[src/sv/ioct_pkg.sv]
package ioct_pkg;

    // Ring geometry.
    localparam int RING_DEPTH = 4096;
    localparam int IDX_W      = (RING_DEPTH > 1) ? $clog2(RING_DEPTH) : 1;
    localparam int CNT_W      = $clog2(RING_DEPTH + 1);
    localparam int SUM_W      = CNT_W + 1;

    // Beat field widths.
    localparam int ID_W    = 63;
    localparam int ENTRY_W = ID_W + 1;
    localparam int RET_W   = 13;

    // Kind of an input beat.
    localparam logic KIND_ISSUE    = 1'b0;
    localparam logic KIND_COMPLETE = 1'b1;

    // Result status codes.
    typedef enum logic [2:0] {
        ST_ISSUED    = 3'd0,
        ST_REJECTED  = 3'd1,
        ST_NOT_HEAD  = 3'd2,
        ST_COMMITTED = 3'd3,
        ST_UNKNOWN   = 3'd4
    } t_status;

    // Commands from the controller to the datapath.
    typedef struct packed {
        logic    capture;
        logic    append;
        logic    clr_k;
        logic    rd_en;
        logic    mark;
        logic    commit;
        logic    out_load;
        t_status out_status;
    } t_dp_cmd;

    // Status from the datapath to the controller.
    typedef struct packed {
        logic full;
        logic hit;
        logic more;
        logic at_head;
        logic ret_end;
    } t_dp_stat;

endpackage

[src/sv/ioct_ctrl.sv]
module ioct_ctrl (
    input  logic              i_clk,
    input  logic              i_rst_n,
    input  logic              start,
    input  logic              i_kind,
    input  ioct_pkg::t_dp_stat i_stat,
    output ioct_pkg::t_dp_cmd  o_cmd,
    output logic              busy
);

    typedef enum logic [1:0] {
        S_IDLE,
        S_SEARCH,
        S_MARK,
        S_RETIRE
    } t_state;

    t_state r_state;
    t_state n_state;

    // Next state and per-cycle commands.
    always_comb begin
        n_state          = r_state;
        o_cmd            = '0;
        o_cmd.out_status = ioct_pkg::ST_ISSUED;
        case (r_state)
            S_IDLE: begin
                if (start) begin
                    if (i_kind == ioct_pkg::KIND_ISSUE) begin
                        o_cmd.out_load = 1'b1;
                        if (i_stat.full) begin
                            o_cmd.out_status = ioct_pkg::ST_REJECTED;
                        end else begin
                            o_cmd.append     = 1'b1;
                            o_cmd.out_status = ioct_pkg::ST_ISSUED;
                        end
                    end else begin
                        o_cmd.capture = 1'b1;
                        o_cmd.clr_k   = 1'b1;
                        n_state       = S_SEARCH;
                    end
                end
            end
            S_SEARCH: begin
                // Scan from the head for the oldest live entry with this id.
                if (i_stat.hit) begin
                    n_state = S_MARK;
                end else if (i_stat.more) begin
                    o_cmd.rd_en = 1'b1;
                end else begin
                    o_cmd.out_load   = 1'b1;
                    o_cmd.out_status = ioct_pkg::ST_UNKNOWN;
                    n_state          = S_IDLE;
                end
            end
            S_MARK: begin
                o_cmd.mark = 1'b1;
                if (i_stat.at_head) begin
                    o_cmd.clr_k = 1'b1;
                    n_state     = S_RETIRE;
                end else begin
                    o_cmd.out_load   = 1'b1;
                    o_cmd.out_status = ioct_pkg::ST_NOT_HEAD;
                    n_state          = S_IDLE;
                end
            end
            S_RETIRE: begin
                // Walk the run of done entries from the head.
                if (i_stat.ret_end) begin
                    o_cmd.commit     = 1'b1;
                    o_cmd.out_load   = 1'b1;
                    o_cmd.out_status = ioct_pkg::ST_COMMITTED;
                    n_state          = S_IDLE;
                end else if (i_stat.more) begin
                    o_cmd.rd_en = 1'b1;
                end
            end
            default: begin
                n_state = S_IDLE;
            end
        endcase
    end

    // State register.
    always_ff @(posedge i_clk) begin
        if (!i_rst_n) begin
            r_state <= S_IDLE;
        end else begin
            r_state <= n_state;
        end
    end

    assign busy = (r_state != S_IDLE);

endmodule

[config.mk]
export PLATFORM = sky130hd
export DESIGN_NAME = ioct_ctrl
export DESIGN_NICKNAME = d
export VERILOG_FILES = /design/src/sv/ioct_pkg.sv /design/src/sv/ioct_ctrl.sv
export SDC_FILE = /design/constraint.sdc
export NUM_CORES = 1
export LEC_CHECK = 0
export BUFFER_PORTS_ARGS = -buffer_cell sky130_fd_sc_hd__buf_2
export CELL_PAD_IN_SITES_DETAIL_PLACEMENT = 1
export CELL_PAD_IN_SITES_GLOBAL_PLACEMENT = 1
export CORE_AREA = 2 2 39 41
export CTS_CLUSTER_SIZE = 28
export DETAILED_ROUTE_END_ITERATION = 16
export DIE_AREA = 0 0 41 43
export PLACE_DENSITY = 0.58
export SYNTH_ARGS = -nofsm -noshare
export SYNTH_HDL_FRONTEND = slang
export SYNTH_SLANG_ARGS = --single-unit
[constraint.sdc]
create_clock -name i_clk -period 1.2 [get_ports i_clk]
set_input_delay 0.24 -clock i_clk [delete_from_list [all_inputs] [get_ports i_clk]]
set_output_delay 0.24 -clock i_clk [all_outputs]
set_load 0.005 [all_outputs]
* Word level (Yosys, flattened, before mapping)
Cells that the tools add are included.
Word-level totals: input port bits 9, output and inout port bits 11, word-level logic and storage cells 39, register bits after elaboration 2
Operators by class: eq/ne operators 7, reductions and logical operators 3, mux-type cells 28
Operators with widths (number):
- 2-to-1 mux 4 bit | 5
- one-hot mux 4 bit (4 select lines) | 1
- 2-to-1 mux 2 bit | 7
- 2-to-1 mux 1 bit | 10
- one-hot mux 2 bit (4 select lines) | 1
- inequality test 2 bit, second input constant | 3
- 2-to-1 mux 5 bit | 1
- == test 2 bit, second input constant | 2
- one-hot mux 1 bit (2 select lines) | 2
- AND reduction 4 bit | 1
- 2-to-1 mux 3 bit | 1
- inequality test 3 bit, second input constant | 1
- == test 2 x 1 -> 1 bit, second input constant | 1
- logical NOT 2 bit | 1
- nonzero test 2 bit | 1

* Depth between registers and ports, before layout
Gate-level depths: netlist (run 1).
depth in word-level cells 4, gate-level depth with buffers 4, gate-level depth less buffers 3

* Least setup slack after synthesis (run 1)
No wires, ideal clock.
path type flip-flop to output port, start point register r_state[1], end point output port o_cmd[0] in the netlist's numbering, buffers on the path 1, required time 960 ps, arrival time 839 ps, stages on the path, launching flop included 5, setup slack 121 ps, cells stage by stage dfxtp_1 > buf_6 > nor2_1 > nand3b_1 > o21bai_1
RTL lines:
- start: declaration | line ioct_ctrl.sv:18 | t_state r_state;
- start signal: assignment | line ioct_ctrl.sv:89 | r_state <= n_state;
- end: declaration | line ioct_ctrl.sv:7 | output ioct_pkg::t_dp_cmd o_cmd,

==> results of run 1 <==
through the flow:
step	util, %	worst slack, ps	setup TNS (ps)	area [um2]	hold WS, ps
CTS	29.57	-161.3	-783.2	409.1	237.8
global placement	24.14	-42.13	-70.93	334.1	472.8
floorplan	-	121.1	0	222.7	357.5
global route	29.57	-208.8	-1265	409.1	249.2
detailed placement	24.14	-56.55	-103.6	334.1	468.7
finish	29.57	-135.4	-613.3	409.1	239.5
cells by family after synthesis:
| family | Yosys count | share of synthesized area (%) |
|---|---|---|
| AND/OR/NAND/NOR | 19 | 47.75 |
| multiplexers | 1 | 4.495 |
| AO/OA/AOI/OAI | 6 | 19.67 |
| flip-flops | 2 | 17.98 |
| buffers and inverters | 4 | 10.11 |
where the power goes:
| part | switching [W] | internal, W | total, W |
|---|---|---|---|
| registers | 0.0000124 | 0.0000719 | 0.0000842 |
| clock network | 0.0000366 | 0.000110 | 0.000147 |
| logic | 0.0000527 | 0.0000687 | 0.000121 |
| total | 0.000102 | 0.000251 | 0.000352 |
cells in the mapped netlist, drive strengths merged:
cell type | n | area share (%)
mux2i | 1 | 4.5
nor2 | 3 | 5.1
and2b | 1 | 3.4
inv | 3 | 5.1
o21ai | 1 | 2.2
nand2 | 2 | 3.4
nand3b | 1 | 3.4
nand2b | 4 | 11
nor2b | 2 | 5.6
and3 | 3 | 8.4
a22oi | 1 | 3.4
o21a | 1 | 3.4
o311ai | 1 | 3.9
buf | 1 | 5.1
nor3 | 1 | 2.2
and2 | 1 | 2.8
o21bai | 1 | 3.4
a21boi | 1 | 3.4
nand3 | 1 | 2.2
dfxtp | 2 | 18
final timing paths:
kind	from	to	slack, ps	depth (start not counted)
worst max-delay path	r_state[1]	o_cmd[3]	-140	3
worst min-delay path	i_rst_n	r_state[1]	240	2
worst max register to register	r_state[0]	r_state[0]	130	4
worst min register to register	r_state[0]	r_state[0]	760	3
timing repair:
action | in CTS | in global routing
endpoints found under the setup margin | 11 | 10
resized for setup | 14 | 0
cloned | 0 | 0
setup buffers | 2 | 0
pin swaps | 6 | 2
critical path, stage by stage (launching register included):
cell and delay, ps:
dfxtp_4 360, nand2b_4 140, o311ai_1 210, buf_2 160
layout by cell type, fill, tap and decap left out, types with 2 or more instances in the layout:
master     n
dfxtp_4    2
nand2_1    2
nor2b_1    2
buf_2     20
inv_1      3
nand2b_1   2
clkbuf_4   3
and3_1     3
nand2b_4   2
nor2_1     2
buf_4      2
metal layers:
layer | global-route usage (%) | vias up
met1 | 13.38 | 138
met5 | 0 | -
li1 | - | 157
met2 | 14.69 | 16
met4 | 6.000 | 0
met3 | 0 | 2
cell type report:
| class | count | share of cell area (%) |
|---|---|---|
| flip-flops and latches | 2 | 11.62 |
| well taps | 16 | 4.893 |
| inverters | 3 | 2.752 |
| multi-input cells | 26 | 47.09 |
| clock buffers | 3 | 5.505 |
| repair buffers | 22 | 28.13 |
==> flow_metrics.env, run 1 <==
export IMPL_drive_gt1_share_pct=57.14
export IMPL_fill_cells=178
export IMPL_slew_violations=0
export IMPL_cts_hold_buf=0
export IMPL_wl_um=727
export IMPL_fin_ws_ps=-135.4
export IMPL_clkTransAtPathRegs_ps=30
export IMPL_die_area_um2=1763
export IMPL_failed_checks="setup timing"
export IMPL_peakVddDrop_uv=431.1
export IMPL_hold_path_class="in -> reg"
export IMPL_grt_pass1_wl_mm=1.200
export IMPL_viasPerCell=4.347
export IMPL_final_cells=72
export IMPL_syn_to_final_growth_pct=83.71
export IMPL_cp_start_kind="register"
export IMPL_grt_pass1_vias=293
export IMPL_clock_latency_ps=220
export IMPL_drt_initial_drc_count=9
export IMPL_h_tree_depth=1
export IMPL_dr_wl_met2_um=335
export IMPL_cts_inserted_buffers=3
export IMPL_fp_dieH_um=43
export IMPL_worstMarginPinSlew_ps=217.7
export IMPL_syn_inst=32
export IMPL_power_w=0.0003524
export IMPL_min_period_ps=1335
export IMPL_drc=0
export IMPL_clock_skew_final_ps=3.258
export IMPL_grt_max_degree=7
export IMPL_syn_area_um2=222.7
export IMPL_finalSetupViolCount=8
export IMPL_core_um2=1384
export IMPL_path_class="reg -> out"
export IMPL_antenna_found_initial=0
export IMPL_power_density_nw_per_um2=861.3
export IMPL_cp_end_kind="primary output"
export IMPL_fp_row_count=14
export IMPL_start_util_pct=16.09
export IMPL_die_w_um=41
export IMPL_status="finished, violations left"
export IMPL_globalRouteTotalUtil_pct=9.810
export IMPL_drtAntennaViolNets=0
export IMPL_io_buffer_count=19
export IMPL_power_leakage_nw=0.2345
export IMPL_cts_sinks=2
export IMPL_largestRegisters="r_state: 2 flops"
export IMPL_fin_crit_sh_pct=111.3
export IMPL_largest_reg_flops=2
export IMPL_crit_required_ps=960
export IMPL_largest_register="r_state"
export IMPL_gp_congestion=0.7364
export IMPL_firstDrtPassIters=4
export IMPL_syn_area_per_cell_um2=6.960
export IMPL_top_layer="met4"
export IMPL_root_buffer="clkbuf_4"
export IMPL_arrival_ps=1100
export IMPL_rsz0062_at_grt="true"
export IMPL_max_cap_violations=0
export IMPL_io_pins=20
export IMPL_crit_fanout=6
export IMPL_seq_area_um2=47.55
export IMPL_dp_hpwl_um=557.6
export IMPL_max_clock_path_buffers=2
export IMPL_synth_seq_cells=2
export IMPL_grt_ovfl_total=0
export IMPL_multi_input_area_um2=192.7
export IMPL_ys_types=20
export IMPL_maxSlewHeadroom_pct=85.26
export IMPL_hold_viol_final=0
export IMPL_wl_per_cell_um=10.10
export IMPL_insertedDiodeCount=0
export IMPL_ys_warn_count=0
export IMPL_cts_tree="yes"
export IMPL_nNetsFinal=67
export IMPL_syn_nets=41
export IMPL_wl_met1_um=303
export IMPL_dp_cells=67
export IMPL_via_count=313
export IMPL_dr_wl_met3_um=71
export IMPL_seq_area_frac_synth_pct=17.98
export IMPL_clock_fmax_mhz=748.8
No activity file was read; power rests on OpenSTA's default activity.
==> run 2, diff against run 1 <==
- PLACE_DENSITY: 0.58 -> not set
- PLACE_DENSITY_LB_ADDON: not set -> 0.1
==> flow_metrics.env, run 2 (synthesis results as in run 1) <==
export IMPL_status="finished, violations left"
export IMPL_failed_checks="setup timing"
export IMPL_clkTransAtPathRegs_ps=30
export IMPL_io_buffer_count=19
export IMPL_wl_per_cell_um=11.57
export IMPL_maxSlewHeadroom_pct=84.10
export IMPL_min_period_ps=1386
export IMPL_firstDrtPassIters=3
export IMPL_largest_register="r_state"
export IMPL_grt_max_degree=7
export IMPL_grt_ovfl_total=0
export IMPL_place_ws_ps=-52.02
export IMPL_finalSetupViolCount=9
export IMPL_core_um2=1384
export IMPL_crit_required_ps=960
export IMPL_cts_sinks=2
export IMPL_root_buffer="clkbuf_4"
export IMPL_final_area_um2=455.4
export IMPL_grt_pass1_vias=328
export IMPL_path_buf_inv=1
export IMPL_fin_setup_tns_ps=-919.2
export IMPL_insertedDiodeCount=0
export IMPL_largestRegisters="r_state: 2 flops"
export IMPL_die_w_um=41
export IMPL_power_leakage_nw=0.2440
export IMPL_rsz0062_at_grt="true"
export IMPL_cts_tree="yes"
export IMPL_max_clock_path_buffers=2
export IMPL_clock_fmax_mhz=721.4
export IMPL_drt_initial_drc_count=2
export IMPL_dp_hpwl_um=637.9
export IMPL_cts_hold_buf=0
export IMPL_clock_latency_ps=230
export IMPL_critPathTopFamily="flip-flops"
export IMPL_fp_row_count=14
export IMPL_drive_gt1_share_pct=63.79
export IMPL_path_class="reg -> out"
export IMPL_max_cap_violations=0
export IMPL_io_pins=20
export IMPL_arrival_ps=1150
export IMPL_die_area_um2=1763
export IMPL_drtAntennaViolNets=0
export IMPL_globalRouteTotalUtil_pct=11.91
export IMPL_fp_dieH_um=43
export IMPL_power_density_nw_per_um2=876.4
export IMPL_crit_fanout=6
export IMPL_wl_um=856
export IMPL_cts_inserted_buffers=3
export IMPL_via_count=320
export IMPL_crit_chain="nand2b_4, o311ai_1, buf_2"
export IMPL_slew_violations=0
export IMPL_nNetsFinal=69
export IMPL_largest_reg_flops=2
export IMPL_peakVddDrop_uv=188.2
export IMPL_grt_pass1_wl_mm=1.407
export IMPL_critPathSlowestCell="dfxtp_4"
export IMPL_drc=0
export IMPL_syn_to_final_growth_pct=104.5
export IMPL_clock_skew_final_ps=3.224
export IMPL_final_cell_mix="buf_2 (18), and3_1 (3), clkbuf_4 (3), buf_6 (3), buf_4 (3)"
export IMPL_hold_path_class="in -> reg"
export IMPL_fin_ws_ps=-186.3
export IMPL_hold_slack_ps=235.2
export IMPL_gp_congestion=0.7184
export IMPL_fin_crit_sh_pct=115.5
export IMPL_viasPerCell=4.324
export IMPL_start_util_pct=16.09
export IMPL_h_tree_depth=1
export IMPL_cpPeakStageDelay_ps=360
export IMPL_final_common_cell="buf_2"
export IMPL_dpl_instance_area_um2=334.1
export IMPL_cp_start_kind="register"
export IMPL_worstMarginPinSlew_ps=234.8
export IMPL_cp_end_kind="primary output"
export IMPL_hold_viol_final=0
export IMPL_antenna_found_initial=0
-- run 2: what timing repair did --
item,CTS,global route
setup endpoints to repair,11,10
endpoints found under the hold margin,0,0
resized for setup,15,6
pin swaps,6,1
buffers inserted,4,0
-- run 2: cell type report --
| class | count | area [um2] |
|---|---|---|
| timing repair buffer | 24 | 146.4 |
| inverter | 3 | 13.76 |
| multi-input combinational | 26 | 205.2 |
| tap | 16 | 20.02 |
| sequential | 2 | 47.55 |
| clock buffer | 3 | 22.52 |
| fill | 182 | 928.4 |
-- run 2: per-layer routing --
layer	vias to the layer above	GRT usage [%]	share of wire (%)
li1	162	-	-
met1	149	14.97	40
met2	9	18.75	56
met3	0	1.571	4.2
met4	0	6.000	0
met5	-	0	0
-- run 2: worst register-to-register path, delay by kind of cell, from the launching register on --
| family | cells | cell delay [ps] |
|---|---|---|
| buffers and inverters | 1 | 160 |
| AOI/OAI and AO/OA | 1 | 90 |
| and+or+nand+nor | 2 | 340 |
| DFF | 1 | 390 |
-- run 2: path summary, 6_finish.rpt --
kind              depth (start not counted)          to  slack (ps)        from
setup / recovery                          3    o_cmd[3]        -190  r_state[1]
setup reg to reg                          4  r_state[0]         120  r_state[0]
hold reg to reg                           3  r_state[0]         760  r_state[0]
hold / removal                            2  r_state[1]         240     i_rst_n
-- run 2: power breakdown --
part	internal [W]	switching, W
sequential	0.0000718	0.0000124
combinational	0.0000921	0.0000683
clock	0.000111	0.0000437
-- run 2: through the flow --
| step | std cells | utilization [%] | power (W) |
|---|---|---|---|
| 6_report | 74 | 32.91 | 0.0003991 |
| 5_1_grt | 74 | 32.91 | 0.0004381 |
| 4_1_cts | 74 | 31.28 | 0.0003882 |
| 3_5_place_dp | 67 | 24.14 | 0.0001871 |
| 3_3_place_gp | 67 | 24.14 | 0.0001843 |
| 2_1_floorplan | 32 | - | 0.0001330 |
==> run 3, diff against run 2 <==
- REMOVE_ABC_BUFFERS: not set -> 1
==> flow_metrics.env, run 3 (synthesis results as in run 1) <==
export IMPL_arrival_ps=1100
export IMPL_grt_max_degree=7
export IMPL_hold_viol_final=0
export IMPL_grt_pass1_vias=287
export IMPL_h_tree_depth=1
export IMPL_clock_latency_ps=220
export IMPL_failed_checks="setup timing"
export IMPL_largest_register="r_state"
export IMPL_final_cells=72
export IMPL_cts_tree="yes"
export IMPL_critPathSlowestCell="dfxtp_4"
export IMPL_gp_congestion=0.7757
export IMPL_cts_hold_buf=0
export IMPL_fp_row_count=14
export IMPL_root_buffer="clkbuf_4"
export IMPL_finalSetupViolCount=8
export IMPL_final_cell_mix="buf_2 (20), and3_1 (3), clkbuf_4 (3)"
export IMPL_crit_chain="nor2_4, nand3b_1, o21bai_1, buf_2"
export IMPL_viasPerCell=4.292
export IMPL_nNetsFinal=67
export IMPL_io_buffer_count=19
export IMPL_fp_dieH_um=43
export IMPL_die_area_um2=1763
export IMPL_syn_to_final_growth_pct=92.13
export IMPL_final_common_cell="buf_2"
export IMPL_critPathTopFamily="flip-flops"
export IMPL_largest_reg_flops=2
export IMPL_drtAntennaViolNets=0
export IMPL_rsz0062_at_grt="true"
export IMPL_top_usage_layer="met2"
export IMPL_max_cap_violations=0
export IMPL_cp_start_kind="register"
export IMPL_crit_required_ps=960
export IMPL_crit_fanout=6
export IMPL_path_buf_inv=1
export IMPL_hold_path_class="in -> reg"
export IMPL_maxSlewHeadroom_pct=86.61
export IMPL_path_class="reg -> out"
export IMPL_dp_cells=67
export IMPL_grt_use_met1_pct=9.585
export IMPL_cpPeakStageDelay_ps=360
export IMPL_fin_util_pct=30.92
export IMPL_globalRouteTotalUtil_pct=9.920
export IMPL_hold_slack_ps=232.1
export IMPL_grt_pass1_wl_mm=1.124
export IMPL_power_density_nw_per_um2=839.0
export IMPL_cts_sinks=2
export IMPL_via_count=309
export IMPL_start_util_pct=16.09
export IMPL_clkTransAtPathRegs_ps=30
export IMPL_power_w=0.0003590
export IMPL_slew_violations=0
export IMPL_cts_inserted_buffers=3
export IMPL_wl_um=771
export IMPL_grtUsageMet3_pct=3.141
export IMPL_fin_ws_ps=-136.2
export IMPL_clock_skew_final_ps=0.2206
export IMPL_power_leakage_nw=0.2361
export IMPL_min_period_ps=1336
export IMPL_cp_end_kind="primary output"
export IMPL_insertedDiodeCount=0
export IMPL_met2_usage_pct=15.94
export IMPL_drc=0
export IMPL_firstDrtPassIters=2
export IMPL_drt_initial_drc_count=2
export IMPL_max_clock_path_buffers=2
export IMPL_status="finished, violations left"
export IMPL_grt_ovfl_total=0
export IMPL_antenna_found_initial=0
export IMPL_io_pins=20
export IMPL_dp_hpwl_um=596.4
export IMPL_drive_gt1_share_pct=62.50
export IMPL_worstMarginPinSlew_ps=200.5
export IMPL_fin_crit_sh_pct=111.3
export IMPL_die_w_um=41
export IMPL_clock_fmax_mhz=748.4
export IMPL_largestRegisters="r_state: 2 flops"
export IMPL_wl_per_cell_um=10.71
export IMPL_peakVddDrop_uv=380.7
export IMPL_core_um2=1384
## run 3: path summary, 6_finish.rpt
kind,start,to,slack (ps),cells past startpoint
min,i_rst_n,r_state[1],230,2
max,r_state[1],o_cmd[0],-140,4
min reg2reg,r_state[0],r_state[0],770,3
max reg2reg,r_state[0],r_state[0],130,4
## run 3: worst register-to-register path, stage by stage (launching register included)
cell	delay, ps
dfxtp_4	380
buf_2	150
nor2b_1	160
a22oi_1	80
and3_1	180
## run 3: metrics by stage
| stage | instance area [um2] | setup WS (ps) | TNS (ps) |
|---|---|---|---|
| after floorplan | 211.5 | 157.8 | 0 |
| after global placement | 334.1 | -35.50 | -48.95 |
| after detailed placement | 334.1 | -59.79 | -104.9 |
| after CTS | 416.7 | -164.2 | -867.7 |
| after global routing | 427.9 | -205.8 | -1336 |
| final | 427.9 | -136.2 | -674.7 |
## run 3: metal layers
layer / vias to the layer above / part of all wire (%)
li1: 160 / -
met1: 139 / 40
met2: 10 / 53
met3: 0 / 7.0
met4: 0 / 0
met5: - / 0
## run 3: power breakdown
| part | switching [W] | internal (W) |
|---|---|---|
| combinational | 0.0000580 | 0.0000720 |
| sequential | 0.0000123 | 0.0000719 |
| clock | 0.0000348 | 0.000110 |
## run 3: cell type report
cell class | count | area (um2)
inverter | 3 | 11.26
timing repair buffer | 22 | 115.1
multi-input combinational | 26 | 211.5
tap | 16 | 20.02
sequential | 2 | 47.55
fill | 188 | 955.9
clock buffer | 3 | 22.52
## run 3: repair_timing
item,CTS,global route
endpoints found under the hold margin,0,0
gates resized for setup,16,2
pin swaps,6,2
setup buffers,2,0
setup endpoints to repair,11,10
